==> src/sv/lpm_pkg.sv <==
// lpm_pkg: shared types and constants for the line pattern matcher
// no dependencies; imported by lpm_cell and line_pattern_matcher_top
package lpm_pkg;

  localparam int MAX_ELEMENTS = 32;
  localparam int IDX_W        = $clog2(MAX_ELEMENTS);
  localparam int LEN_W        = $clog2(MAX_ELEMENTS + 1);
  localparam int CFG_W        = 6;

  localparam logic [7:0] NEWLINE_CODE = 8'd10;

  // item kinds on the input tuser bit
  localparam logic OP_LOAD = 1'b0;
  localparam logic OP_CHAR = 1'b1;

  // repeat codes (unused code behaves as once)
  localparam logic [1:0] MODE_ONCE     = 2'd0;
  localparam logic [1:0] MODE_OPTIONAL = 2'd1;
  localparam logic [1:0] MODE_PLUS     = 2'd2;
  localparam logic [1:0] MODE_UNUSED   = 2'd3;

  // one stored pattern element
  typedef struct packed {
    logic [1:0] mode;
    logic       is_any;
    logic [7:0] ch;
  } elem_t;

  // per-cycle control broadcast to every cell
  typedef struct packed {
    logic       step;   // line byte other than newline
    logic       clear;  // newline: drop all positions
    logic [7:0] ch;     // current line byte
    elem_t      wr_elem; // element data on load
  } cell_ctl_t;

endpackage

==> src/sv/line_pattern_matcher_top.sv <==
// line_pattern_matcher_top: unanchored pattern matcher over a byte stream
// depends on lpm_pkg and lpm_cell
//
// Takes one word per cycle, back to back: a word is either a pattern element
// load (tuser 0) or a line byte (tuser 1). The nfa is a row of 32 cells, one
// per pattern element, each holding the position bit after its element; a
// line byte updates all positions in the same cycle through a ripple along
// the row for the optional-element skips. A newline byte yields one result
// word in the next cycle, 1 if the pattern matched anywhere in the line; an
// empty line gives 0. The input stalls only while a result word is held by
// out_tready low. Elements not loaded read as undefined. cfg_wdata sets the
// pattern length (values above 32 act as 32; 0 matches any non-empty line);
// write it only while idle.
module line_pattern_matcher_top
  import lpm_pkg::*;
(
  input  logic             clk,
  input  logic             rst_n,
  // configuration
  input  logic             cfg_wr_en,
  input  logic [CFG_W-1:0] cfg_wdata,   // pattern_length
  // input words
  input  logic             in_tvalid,
  output logic             in_tready,
  input  logic [15:0]      in_tdata,    // element_index[4:0], char_code[12:5],
                                        // is_any[13], repeat_mode[15:14]
  input  logic             in_tuser,    // op
  // result words
  output logic             out_tvalid,
  input  logic             out_tready,
  output logic [7:0]       out_tdata    // line_matches[0], zero fill above
);

  logic [CFG_W-1:0] len_r;
  logic [LEN_W-1:0] len_eff;
  logic             accept, is_nl;
  cell_ctl_t        ctl;
  logic [IDX_W-1:0] in_idx;

  logic [MAX_ELEMENTS:0]   b_chain, c_chain;
  logic [MAX_ELEMENTS:0]   hold_chain;
  logic [MAX_ELEMENTS-1:0] hits, wr_sel, range_v, at_len_v;

  logic match_r, match_nxt, has_r, has_nxt;
  logic out_valid_r, out_valid_nxt, out_bit_r, out_bit_nxt;

  // pattern length register
  always_ff @(posedge clk) begin
    if (!rst_n) begin
      len_r <= '0;
    end else if (cfg_wr_en) begin
      len_r <= cfg_wdata;
    end
  end

  assign len_eff = (len_r > CFG_W'(MAX_ELEMENTS)) ? LEN_W'(MAX_ELEMENTS)
                                                  : LEN_W'(len_r);

  // handshake: output register frees in the same cycle it is taken
  assign in_tready = !out_valid_r || out_tready;
  assign accept    = in_tvalid && in_tready;
  assign in_idx    = in_tdata[IDX_W-1:0];
  assign is_nl     = (in_tdata[12:5] == NEWLINE_CODE);

  // control broadcast
  always_comb begin
    ctl.step           = accept && (in_tuser == OP_CHAR) && !is_nl;
    ctl.clear          = accept && (in_tuser == OP_CHAR) && is_nl;
    ctl.ch             = in_tdata[12:5];
    ctl.wr_elem.ch     = in_tdata[12:5];
    ctl.wr_elem.is_any = in_tdata[13];
    ctl.wr_elem.mode   = in_tdata[15:14];
  end

  // position zero is always live before a byte; its post-byte value is the
  // plus self-loop of the first element
  assign b_chain[0]                = 1'b1;
  assign c_chain[0]                = hold_chain[0];
  assign hold_chain[MAX_ELEMENTS]  = 1'b0;

  // row of cells
  for (genvar k = 0; k < MAX_ELEMENTS; k++) begin : g_cell
    assign wr_sel[k]   = accept && (in_tuser == OP_LOAD) && (in_idx == IDX_W'(k));
    assign range_v[k]  = (LEN_W'(k) < len_eff);
    assign at_len_v[k] = (LEN_W'(k + 1) == len_eff);

    lpm_cell u_cell (
      .clk       (clk),
      .rst_n     (rst_n),
      .ctl       (ctl),
      .wr_en     (wr_sel[k]),
      .in_range  (range_v[k]),
      .at_len    (at_len_v[k]),
      .b_in      (b_chain[k]),
      .c_in      (c_chain[k]),
      .hold_up   (hold_chain[k+1]),
      .b_out     (b_chain[k+1]),
      .c_out     (c_chain[k+1]),
      .hold      (hold_chain[k]),
      .match_hit (hits[k])
    );
  end

  // sticky match and line state
  always_comb begin
    match_nxt = match_r;
    has_nxt   = has_r;
    if (ctl.clear) begin
      match_nxt = 1'b0;
      has_nxt   = 1'b0;
    end else if (ctl.step) begin
      match_nxt = match_r || (|hits) || (len_eff == '0);
      has_nxt   = 1'b1;
    end
  end

  always_ff @(posedge clk) begin
    if (!rst_n) begin
      match_r <= 1'b0;
      has_r   <= 1'b0;
    end else begin
      match_r <= match_nxt;
      has_r   <= has_nxt;
    end
  end

  // result word register
  always_comb begin
    out_valid_nxt = out_valid_r;
    out_bit_nxt   = out_bit_r;
    if (out_tready) begin
      out_valid_nxt = 1'b0;
    end
    if (ctl.clear) begin
      out_valid_nxt = 1'b1;
      out_bit_nxt   = match_r && has_r;
    end
  end

  always_ff @(posedge clk) begin
    if (!rst_n) begin
      out_valid_r <= 1'b0;
    end else begin
      out_valid_r <= out_valid_nxt;
    end
  end

  always_ff @(posedge clk) begin
    out_bit_r <= out_bit_nxt;
  end

  assign out_tvalid = out_valid_r;
  assign out_tdata  = {7'd0, out_bit_r};

endmodule

==> src/sv/lpm_cell.sv <==
// lpm_cell: one pattern element and the nfa position bit just after it
// depends on lpm_pkg; chained by line_pattern_matcher_top
module lpm_cell
  import lpm_pkg::*;
(
  input  logic      clk,
  input  logic      rst_n,
  input  cell_ctl_t ctl,
  input  logic      wr_en,     // load this element
  input  logic      in_range,  // element index below pattern length
  input  logic      at_len,    // this cell's position equals pattern length
  input  logic      b_in,      // first closure at own element position
  input  logic      c_in,      // second closure at own element position
  input  logic      hold_up,   // plus self-loop from next cell
  output logic      b_out,
  output logic      c_out,
  output logic      hold,
  output logic      match_hit
);

  elem_t elem_r;
  logic  act_r, act_nxt;
  logic  acc, opt, plus, fwd, nxt_pos;

  // element storage, no reset
  always_ff @(posedge clk) begin
    if (wr_en) begin
      elem_r <= ctl.wr_elem;
    end
  end

  // element decode
  assign acc  = elem_r.is_any | (elem_r.ch == ctl.ch);
  assign opt  = (elem_r.mode == MODE_OPTIONAL);
  assign plus = (elem_r.mode == MODE_PLUS);

  // closure before the byte: stored position plus optional skip
  assign b_out = in_range & (act_r | (b_in & opt));

  // byte transition and plus self-loop
  assign fwd     = b_in & acc & in_range;
  assign hold    = fwd & plus;
  assign nxt_pos = fwd | hold_up;

  // closure after the byte
  assign c_out = in_range & (nxt_pos | (c_in & opt));

  assign match_hit = at_len & (b_out | c_out);

  // position bit update
  always_comb begin
    act_nxt = act_r;
    if (ctl.clear) begin
      act_nxt = 1'b0;
    end else if (ctl.step) begin
      act_nxt = c_out;
    end
  end

  always_ff @(posedge clk) begin
    if (!rst_n) begin
      act_r <= 1'b0;
    end else begin
      act_r <= act_nxt;
    end
  end

endmodule
==> config.mk <==
export PLATFORM = sky130hd
export DESIGN_NAME = line_pattern_matcher_top
export DESIGN_NICKNAME = d
export VERILOG_FILES = /design/src/sv/lpm_pkg.sv /design/src/sv/line_pattern_matcher_top.sv /design/src/sv/lpm_cell.sv
export SDC_FILE = /design/constraint.sdc
export NUM_CORES = 1
export LEC_CHECK = 0
export BUFFER_PORTS_ARGS = -buffer_cell sky130_fd_sc_hd__clkbuf_2
export CAP_MARGIN = 20
export CORE_ASPECT_RATIO = 1.2
export CORE_MARGIN = 4
export CORE_UTILIZATION = 60
export DETAILED_ROUTE_END_ITERATION = 10
export PLACE_DENSITY = 0.77
export SLEW_MARGIN = 20
export SYNTH_ARGS = -nofsm -noshare
export SYNTH_HDL_FRONTEND = slang
export SYNTH_SLANG_ARGS = --single-unit
==> constraint.sdc <==
create_clock -name clk -period 6.54 [get_ports clk]
set_clock_uncertainty 0.15 [all_clocks]
set_input_delay 0.327 -clock clk [delete_from_list [all_inputs] [get_ports clk]]
set_output_delay 0.327 -clock clk [all_outputs]
set_load 0.1 [all_outputs]
==> results of run 1 <==
[timing repair]
item,CTS,global route
hold endpoints to repair,10,0
endpoints found under the setup margin,0,0
hold buffers,7,0
[layout make-up]
| type | instances | area (sq um) |
|---|---|---|
| Timing Repair Buffer | 71 | 499 |
| Clock buffer | 53 | 1050 |
| Sequential cell | 394 | 11400 |
| Multi-Input combinational cell | 1087 | 7420 |
| Tap cell | 401 | 502 |
| Clock inverter | 14 | 91.3 |
| Inverter | 20 | 75.1 |
| Fill cell | 2299 | 10500 |
[final timing paths]
check | endpoint | slack [ns] | depth (start not counted) | start
setup / recovery | g_cell[31].u_cell.act_r | 0.60 | 15 | len_r[3]
hold / removal | out_tvalid | 0.03 | 3 | out_tready
setup reg to reg | g_cell[31].u_cell.act_r | 0.60 | 15 | len_r[3]
hold reg to reg | g_cell[31].u_cell.act_r | 0.31 | 2 | g_cell[31].u_cell.act_r
[cell usage after synthesis, drive strengths merged, types with 15 or more instances]
cell type	number	area [sq um]
edfxtp	353	10600
nand3	21	105
nand2	91	342
xor2	198	1730
a211oi	15	133
inv	20	75.1
nand2b	21	131
nand4	21	131
buf	57	320
nor4	57	372
nor2b	50	313
nor2	107	407
nor3b	19	153
dfxtp	41	821
a31oi	15	106
xnor2	58	508
a21oi	76	384
clkbuf	22	82.6
nor3	32	165
o21ai	56	292
[cells by family (layout without fill, tap and decap cells)]
group | after synthesis | count (layout) | synth area share, %
compound gates | 322 | 322 | 12.4
xor+xnor | 256 | 256 | 11.6
buf+inv | 99 | 158 | 2.48
flops | 394 | 394 | 59.2
mux | 6 | 6 | 0.312
other cells | 1 | 7 | 0.0195
simple gates | 496 | 496 | 13.9
[registers in the layout, summed over array words and instances (netlist names)]
| name | flops |
|---|---|
| g_cell.u_cell.elem_r | 352 |
| has_r | 1 |
| out_tvalid | 1 |
| match_r | 1 |
| g_cell.u_cell.act_r | 32 |
| out_bit_r | 1 |
| len_r | 6 |
[report_power, final]
group	switching, uW	internal (uW)	leakage (uW)
logic	249	110	0.00285
clock network	908	1130	0.000551
registers	22.5	2760	0.00351
total	1180	4000	0.00692
[metrics by stage]
step	cell area [sq um]	hold slack, ns	std cells	total power, uW	worst slack [ns]
floorplan	19300	0.276	1580	3060	2.14
global placement	19800	0.301	1961	3180	0.823
detailed placement	19800	0.300	1962	3180	0.800
CTS	21000	0.0101	2036	5210	0.794
global route	21100	0.0346	2040	5350	0.322
finish	21100	0.0325	2040	5180	0.604
[per-layer routing]
layer,up-vias,GRT usage [%]
met5,-,0
met4,6,10.5
met1,6351,38.9
met3,118,4.20
li1,5967,-
met2,507,45.1
[critical path, cell delays in order, from the launching register on]
cell	delay, ns
sky130_fd_sc_hd__dfxtp_1	1.01
sky130_fd_sc_hd__nor3_2	0.29
sky130_fd_sc_hd__a2111oi_2	0.60
sky130_fd_sc_hd__nand2_1	0.26
sky130_fd_sc_hd__a2111oi_4	0.52
sky130_fd_sc_hd__o21ai_1	0.21
sky130_fd_sc_hd__a2111oi_1	0.81
sky130_fd_sc_hd__a22o_1	0.28
sky130_fd_sc_hd__a211oi_2	0.11
sky130_fd_sc_hd__a2111oi_4	0.44
sky130_fd_sc_hd__o2111ai_1	0.19
sky130_fd_sc_hd__a31oi_2	0.29
sky130_fd_sc_hd__o2111ai_1	0.16
sky130_fd_sc_hd__a31oi_1	0.29
sky130_fd_sc_hd__o21ai_1	0.10
sky130_fd_sc_hd__a21boi_1	0.15
==> impl_metrics.tcl, run 1 <==
set metrics [dict create \
    finalWeightedCongestion 0.967 \
    post-route-period-util_pct 90.8 \
    timing.critical_path.arrival_ns 6.26 \
    wl_microns 48900 \
    maximum_number_of_pins_on_one_net_before_global_route_repair 41 \
    first_global_vias 12667 \
    synth_enable_flop_cells 353 \
    detail_route.first_pass.iterations 6 \
    leakagePower_uw 0.00692 \
    chipWidth_microns 172 \
    grt_remaining_overflow 0 \
    clock-root-buffer "sky130_fd_sc_hd__clkbuf_16" \
    core_area_sq_mm 0.0315 \
    critPathLaunchType "flop" \
    hold_viol_final 0 \
    number_of_antenna_violations_at_the_first_check_in_global_routing 3 \
    rsz_0062_raised_after_global_routing "false" \
    io-pin-count 38 \
    yosys_register_bits 394 \
    route.layer.met1.wl_microns 20600 \
    synthesis.instances 1574 \
    post_drt_wl_per_cell_microns 24.0 \
    htreeDepth 2 \
    finalCoreUtilization_pct 66.8 \
    nets 1641 \
    clock_sinks 394 \
    syn_to_final_growth_pct 9.25 \
    wl_met3_microns 3270 \
    first_pass_grt_wire_length_microns 74600 \
    die_y_microns 204 \
    worst_setup_path_end_kind "flop" \
    hpwl_microns 33600 \
    fp-row-count 71 \
    drc_errors 0 \
    drv_cap 0 \
    synth-main-ff-cell "sky130_fd_sc_hd__edfxtp_1" \
    place.port_buffers 30 \
    clock_transition_at_the_registers_of_the_reported_paths_ns 0.06 \
    route.detailed.vias_per_inst 6.35 \
    worst-setup-path-type "reg2reg" \
    cts_resized 0 \
    holdCritPathClass "in2reg" \
    layout.cells.most_common_list "353 x sky130_fd_sc_hd__edfxtp_1, 198 x sky130_fd_sc_hd__xor2_1, 96 x sky130_fd_sc_hd__nor2_1" \
    clock_tree_from_tritoncts "yes" \
    start_util_pct 61.1 \
    met2WireLength_microns 23300 \
    vdd_drop_max_mv 0.226 \
    slew_headroom_pct 25.8 \
    fin_crit_ns 5.94 \
    critPathRequiredTime_ns 6.87 \
    fmaxAchievable_mhz 168 \
    finalSetupViolCount 0 \
    post_route_cells_drive_above_1_share_pct 10.9 \
    final_common_cell "sky130_fd_sc_hd__edfxtp_1" \
    synth_sequential_area_ratio_pct 59.2 \
    drv_slew 0 \
    clock_latency_on_the_worst_skew_pair_ns 0.54 \
    topRoutingLayerUsed "met5" \
    critical_path_peak_fanout 27 \
    avgSynthCellArea_sq_um 12.2 \
    number_of_library_cell_types_mapped_by_synthesis 101 \
    antenna_violating_nets_post_route 0 \
    grt_use_total_pct 28.0 \
    async_flop_share_pct 0 \
    synth_warnings 0 \
    antennaDiodeCount 0 \
    cellPowerDensity_mw_per_mm2 246 \
    drtIter0Drc 1292 \
    design.die.area_sq_mm 0.0351 \
    timing_worst_slew_pin_value_ns 1.11 \
    cts_buffer_depth 3 \
    vias 12949 \
    synthesis.area_sq_mm 0.0193 \
    post_cts.repair.setup_buffers 0 \
    run_status "complete, no violations" \
    fin_tns_setup_ns 0 \
    tritoncts.num_buffers 39 \
]
Power figures use the tool's default switching activity.
==> run 2: changes to the inputs <==
==> constraint.sdc (replaced) <==
create_clock -name clk -period 7.25 [get_ports clk]
set_clock_uncertainty 0.15 [all_clocks]
set_input_delay 0.3625 -clock clk [delete_from_list [all_inputs] [get_ports clk]]
set_output_delay 0.3625 -clock clk [all_outputs]
set_load 0.1 [all_outputs]
==> impl_metrics.tcl, run 2 (same netlist as run 1, synthesis figures left out) <==
set metrics [dict create \
    io-pin-count 38 \
    grt_use_total_pct 27.7 \
    layout_top_registers "g_cell.u_cell.elem_r x352, g_cell.u_cell.act_r x32, len_r x6" \
    fin_crit_ns 6.01 \
    clock_latency_on_the_worst_skew_pair_ns 0.54 \
    drv_slew 0 \
    largest_register_ffs 352 \
    cp_slowest_stage_delay_ns 0.80 \
    placement.setup.worst_slack_ns 1.40 \
    post-route-period-util_pct 82.8 \
    timing.critical_path.from "len_r[5]" \
    run_status "complete, no violations" \
    layout.cells.most_common_list "353 x sky130_fd_sc_hd__edfxtp_1, 198 x sky130_fd_sc_hd__xor2_1, 95 x sky130_fd_sc_hd__nor2_1" \
    library_cell_contributing_the_largest_single_delay_on_the_critical_path "sky130_fd_sc_hd__nor2_1" \
    number_of_antenna_violations_at_the_first_check_in_global_routing 2 \
    share_seq_of_total_power_pct 52.9 \
    timing.final.ws_setup_ns 1.24 \
    fmaxAchievable_mhz 166 \
    finalWeightedCongestion 0.969 \
    syn_to_final_growth_pct 8.81 \
    share_clk_of_total_power_pct 40.4 \
    maximum_number_of_pins_on_one_net_before_global_route_repair 45 \
    register_with_the_highest_flop_count "g_cell.u_cell.elem_r" \
    hold_depth 3 \
    holdCritPathClass "in2reg" \
    core_area_sq_mm 0.0315 \
    drtIter0Drc 1196 \
    critPathRequiredTime_ns 7.51 \
    rsz_0062_raised_after_global_routing "false" \
    final_common_cell "sky130_fd_sc_hd__edfxtp_1" \
    power_share_of_the_combinational_group_pct 6.7 \
    critPathLaunchType "flop" \
    critical_path.reg2reg.startpoint "len_r[5]" \
    die_y_microns 204 \
    finalSetupViolCount 0 \
    place.port_buffers 30 \
    critical_path_peak_fanout 25 \
    wl_microns 48200 \
    worst-setup-path-type "reg2reg" \
    htreeDepth 2 \
    tritoncts.num_buffers 39 \
    final.hold.worst_slack_ns 0.0662 \
    nets 1622 \
    route.detailed.vias_per_inst 6.43 \
    clock_sinks 394 \
    detailed_place.area_sq_mm 0.0197 \
    timing_worst_slew_pin_value_ns 1.12 \
    r2r.worst_path.cells 16 \
    fp-row-count 71 \
    reported_net_switching_power_uw 1070 \
    drc_errors 0 \
    start_util_pct 61.1 \
    vias 13015 \
    min_from "out_tready" \
    post_cts.repair.setup_buffers 0 \
    power_report.internal_total_uw 3670 \
    power.share.switching_pct 22.5 \
    hpwl_microns 32300 \
    grt_remaining_overflow 0 \
    antenna_violating_nets_post_route 0 \
    worst_setup_path_end_kind "flop" \
    crit_path_cell_trace "nor2_1 -> nand2_1 -> nor2_1 -> nor4_1 -> o31ai_2 -> a211oi_1 -> or3_4 -> o211a_4 -> o31ai_1 -> o21ai_1 -> nor4bb_1 -> nand4_1 -> or3b_1 -> nand3b_1 -> a211oi_1 -> a31oi_1" \
    timing.critical_path.arrival_ns 6.27 \
    post_drt_wl_per_cell_microns 23.8 \
    cts_buffer_depth 3 \
    chipWidth_microns 172 \
    leakagePower_uw 0.00685 \
    post_route_cells_drive_above_1_share_pct 9.98 \
    post-route-cell-area_sq_mm 0.0210 \
    clock_transition_at_the_registers_of_the_reported_paths_ns 0.06 \
    cellPowerDensity_mw_per_mm2 226 \
    hold_viol_final 0 \
    detail_route.first_pass.iterations 7 \
    slew_headroom_pct 24.8 \
    antennaDiodeCount 0 \
    fin_tns_setup_ns 0 \
    clock-root-buffer "sky130_fd_sc_hd__clkbuf_16" \
    first_global_vias 12809 \
    vdd_drop_max_mv 0.213 \
    design.die.area_sq_mm 0.0351 \
    drv_cap 0 \
    first_pass_grt_wire_length_microns 74400 \
    clock_tree_from_tritoncts "yes" \
]
run 2: cell count changes in the layout (fill, tap and decap cells not counted), sizes merged:
| cell | previous run | this run |
|---|---|---|
| clkinvlp | 2 | 1 |
| inv | 24 | 21 |
| clkinv | 8 | 14 |
| bufinv | 0 | 2 |
| buf | 42 | 24 |
| dlygate4sd3 | 7 | 6 |
run 2: per-layer routing:
metal	up-vias	routed length [microns]	track usage, %
met1	6407	20400	38.4
li1	5927	-	-
met5	-	21	0
met4	4	1950	10.8
met2	558	22500	44.1
met3	119	3250	4.55
run 2: worst paths after layout:
check	slack, ns	endpoint
max	1.24	match_r
min	0.07	out_tvalid
max reg2reg	1.24	match_r
min reg2reg	0.31	g_cell[31].u_cell.act_r
run 2: final cells by class:
cell class / count / area (sq um)
fill: 2285 / 10600
tap: 401 / 502
clock inverter: 18 / 149
inverter: 20 / 75.1
timing repair buffer: 52 / 354
multi-input combinational: 1087 / 7430
clock buffer: 53 / 1050
sequential: 394 / 11400
run 2: per-stage QoR:
stage	power, uW	cells	utilization [%]
floorplan	2760	1580	-
CTS	4770	2022	66.4
detailed placement	2860	1945	62.4
finish	4740	2025	66.5
global placement	2860	1945	62.4
global route	4890	2025	66.5
run 2: what timing repair did:
item / in CTS / in global routing
hold buffers: 6 / 0
resized for setup: 0 / 0
hold endpoints to repair: 6 / 0
run 2: worst max-delay path: cells and delay by family (launching register included):
family | cells | cell delay [ns]
AOI/OAI and AO/OA | 7 | 1.93
and+or+nand+nor | 9 | 3.20
DFF | 1 | 0.62
run 2: power by group through the flow:
| stage | combinational [uW] | clock, uW | sequential (uW) |
|---|---|---|---|
| floorplan | 215 | 0 | 2540 |
| global placement | 303 | 0 | 2560 |
| detailed placement | 308 | 0 | 2560 |
| CTS | 312 | 1950 | 2510 |
| global route | 341 | 2040 | 2510 |
| finish | 316 | 1920 | 2510 |
==> run 3: changes to the inputs <==
==> constraint.sdc (replaced) <==
create_clock -name clk -period 5.7 [get_ports clk]
set_clock_uncertainty 0.15 [all_clocks]
set_input_delay 0.285 -clock clk [delete_from_list [all_inputs] [get_ports clk]]
set_output_delay 0.285 -clock clk [all_outputs]
set_load 0.1 [all_outputs]
==> impl_metrics.tcl, run 3 (same netlist as run 1, synthesis figures left out) <==
set metrics [dict create \
    fmaxAchievable_mhz 187 \
    holdCritPathClass "in2reg" \
    timing.critical_path.buf_inv 0 \
    largest_register_ffs 352 \
    hpwl_microns 34300 \
    wl_met3_microns 3680 \
    clock_tree_from_tritoncts "yes" \
    grt_use_total_pct 28.6 \
    wl_microns 49900 \
    die_y_microns 204 \
    register_with_the_highest_flop_count "g_cell.u_cell.elem_r" \
    post_cts.repair.setup_buffers 0 \
    critPathLaunchType "flop" \
    route.layer.met1.wl_microns 20700 \
    io-pin-count 38 \
    final_common_cell "sky130_fd_sc_hd__edfxtp_1" \
    drv_slew 0 \
    post_drt_wl_per_cell_microns 24.2 \
    timing.final.ws_setup_ns 0.359 \
    worst_setup_path_end_kind "flop" \
    clock_transition_at_the_registers_of_the_reported_paths_ns 0.07 \
    met2WireLength_microns 23300 \
    clock_sinks 394 \
    drc_errors 0 \
    fin_crit_ns 5.34 \
    start_util_pct 61.1 \
    rsz_0062_raised_after_global_routing "false" \
    tritoncts.num_buffers 39 \
    core_area_sq_mm 0.0315 \
    finalWeightedCongestion 1.04 \
    slew_headroom_pct 23.7 \
    antenna_violating_nets_post_route 0 \
    chipWidth_microns 172 \
    post_route_cells_drive_above_1_share_pct 11.9 \
    drv_cap 0 \
    detail_route.first_pass.iterations 9 \
    syn_to_final_growth_pct 10.5 \
    layout.area.seq_sq_mm 0.0114 \
    design.die.area_sq_mm 0.0351 \
    first_pass_grt_wire_length_microns 76800 \
    hold_viol_final 0 \
    run_status "complete, no violations" \
    worst-setup-path-type "reg2reg" \
    clock_latency_on_the_worst_skew_pair_ns 0.55 \
    layout_top_registers "g_cell.u_cell.elem_r x352, g_cell.u_cell.act_r x32, len_r x6" \
    fp-row-count 71 \
    drtIter0Drc 1374 \
    post-route-period-util_pct 93.7 \
    cts_buffer_depth 3 \
    largest_delay_share_family_worst_path "compound AO/OA/AOI/OAI gates" \
    timing_worst_slew_pin_value_ns 1.14 \
    critPathRequiredTime_ns 6.02 \
    cp_slowest_stage_delay_ns 0.77 \
    route.detailed.vias_per_inst 6.45 \
    library_cell_contributing_the_largest_single_delay_on_the_critical_path "sky130_fd_sc_hd__dfxtp_1" \
    clock-root-buffer "sky130_fd_sc_hd__clkbuf_16" \
    placement.setup.worst_slack_ns 0.399 \
    cellPowerDensity_mw_per_mm2 289 \
    critical_path_peak_fanout 18 \
    grt_remaining_overflow 0 \
    first_global_vias 13099 \
    finalSetupViolCount 0 \
    layout.cells.most_common_list "353 x sky130_fd_sc_hd__edfxtp_1, 198 x sky130_fd_sc_hd__xor2_1, 97 x sky130_fd_sc_hd__nor2_1" \
    finalCoreUtilization_pct 67.5 \
    fin_tns_setup_ns 0 \
    timing.critical_path.arrival_ns 5.66 \
    vias 13290 \
    vdd_drop_max_mv 0.289 \
    place.port_buffers 30 \
    maximum_number_of_pins_on_one_net_before_global_route_repair 41 \
    htreeDepth 2 \
    topRoutingLayerUsed "met5" \
    number_of_antenna_violations_at_the_first_check_in_global_routing 2 \
    crit_path_cell_trace "nor3_1 -> a2111oi_2 -> nand2_1 -> a2111oi_4 -> o21ai_1 -> a2111oi_1 -> a22o_1 -> a211oi_2 -> a2111oi_4 -> o2111ai_1 -> a31oi_2 -> o2111ai_1 -> a31oi_1 -> o21ai_1 -> a21boi_1" \
    nets 1655 \
    multi_input_area_sq_mm 0.00743 \
    fillCellCount 2259 \
    leakagePower_uw 0.00705 \
]
==> run 3: area by class of cell <==
class | instances | area share [%]
timing repair buffer | 85 | 2.85
clock buffer | 50 | 4.88
clock inverter | 22 | 1.06
sequential | 394 | 53.6
multi-input combinational | 1087 | 34.9
antenna | 1 | 0.0117
tap | 401 | 2.36
inverter | 20 | 0.352
==> run 3: report_power, final <==
group	leakage, uW	total [uW]	switching (uW)	internal, uW
registers	0.00351	3180	19.8	3160
clock network	0.000614	2550	1070	1480
logic	0.00293	430	296	133
==> run 3: worst register-to-register path, cell delays in order, from the launching register on <==
cell	delay, ns
sky130_fd_sc_hd__dfxtp_1	0.77
sky130_fd_sc_hd__nor3_1	0.16
sky130_fd_sc_hd__a2111oi_2	0.62
sky130_fd_sc_hd__nand2_1	0.25
sky130_fd_sc_hd__a2111oi_4	0.55
sky130_fd_sc_hd__o21ai_1	0.20
sky130_fd_sc_hd__a2111oi_1	0.55
sky130_fd_sc_hd__a22o_1	0.26
sky130_fd_sc_hd__a211oi_2	0.12
sky130_fd_sc_hd__a2111oi_4	0.44
sky130_fd_sc_hd__o2111ai_1	0.21
sky130_fd_sc_hd__a31oi_2	0.30
sky130_fd_sc_hd__o2111ai_1	0.16
sky130_fd_sc_hd__a31oi_1	0.27
sky130_fd_sc_hd__o21ai_1	0.10
sky130_fd_sc_hd__a21boi_1	0.16
==> run 3: final timing paths <==
check | start | end | slack [ns] | cells after the start
worst min register to register | g_cell[31].u_cell.act_r | g_cell[31].u_cell.act_r | 0.31 | 2
worst max register to register | len_r[2] | g_cell[31].u_cell.act_r | 0.36 | 15
worst max-delay path | len_r[2] | g_cell[31].u_cell.act_r | 0.36 | 15
worst min-delay path | in_tdata[10] | g_cell[0].u_cell.elem_r[5] | 0.03 | 1
==> run 3: repair_timing <==
action | CTS | global route
endpoints found under the setup margin | 0 | 4
hold buffers | 8 | 0
endpoints found under the hold margin | 8 | 0
gates resized for setup | 0 | 3
==> run 3: layer usage <==
layer | vias to the layer above | global-route usage [%]
met3 | 170 | 4.66
met5 | - | 0
met2 | 627 | 45.4
met4 | 4 | 11.6
met1 | 6493 | 39.7
li1 | 5996 | -
==> run 3: per-stage QoR <==
step / cells / hold WS (ns) / power (uW) / cell area, sq um
after global routing: 2059 / 0.0267 / 6360 / 21300
after detailed placement: 1976 / 0.304 / 3660 / 19900
final: 2060 / 0.0338 / 6160 / 21300
after floorplan: 1580 / 0.234 / 3510 / 19300
after global placement: 1976 / 0.301 / 3650 / 19900
after CTS: 2056 / 0.0118 / 6200 / 21200
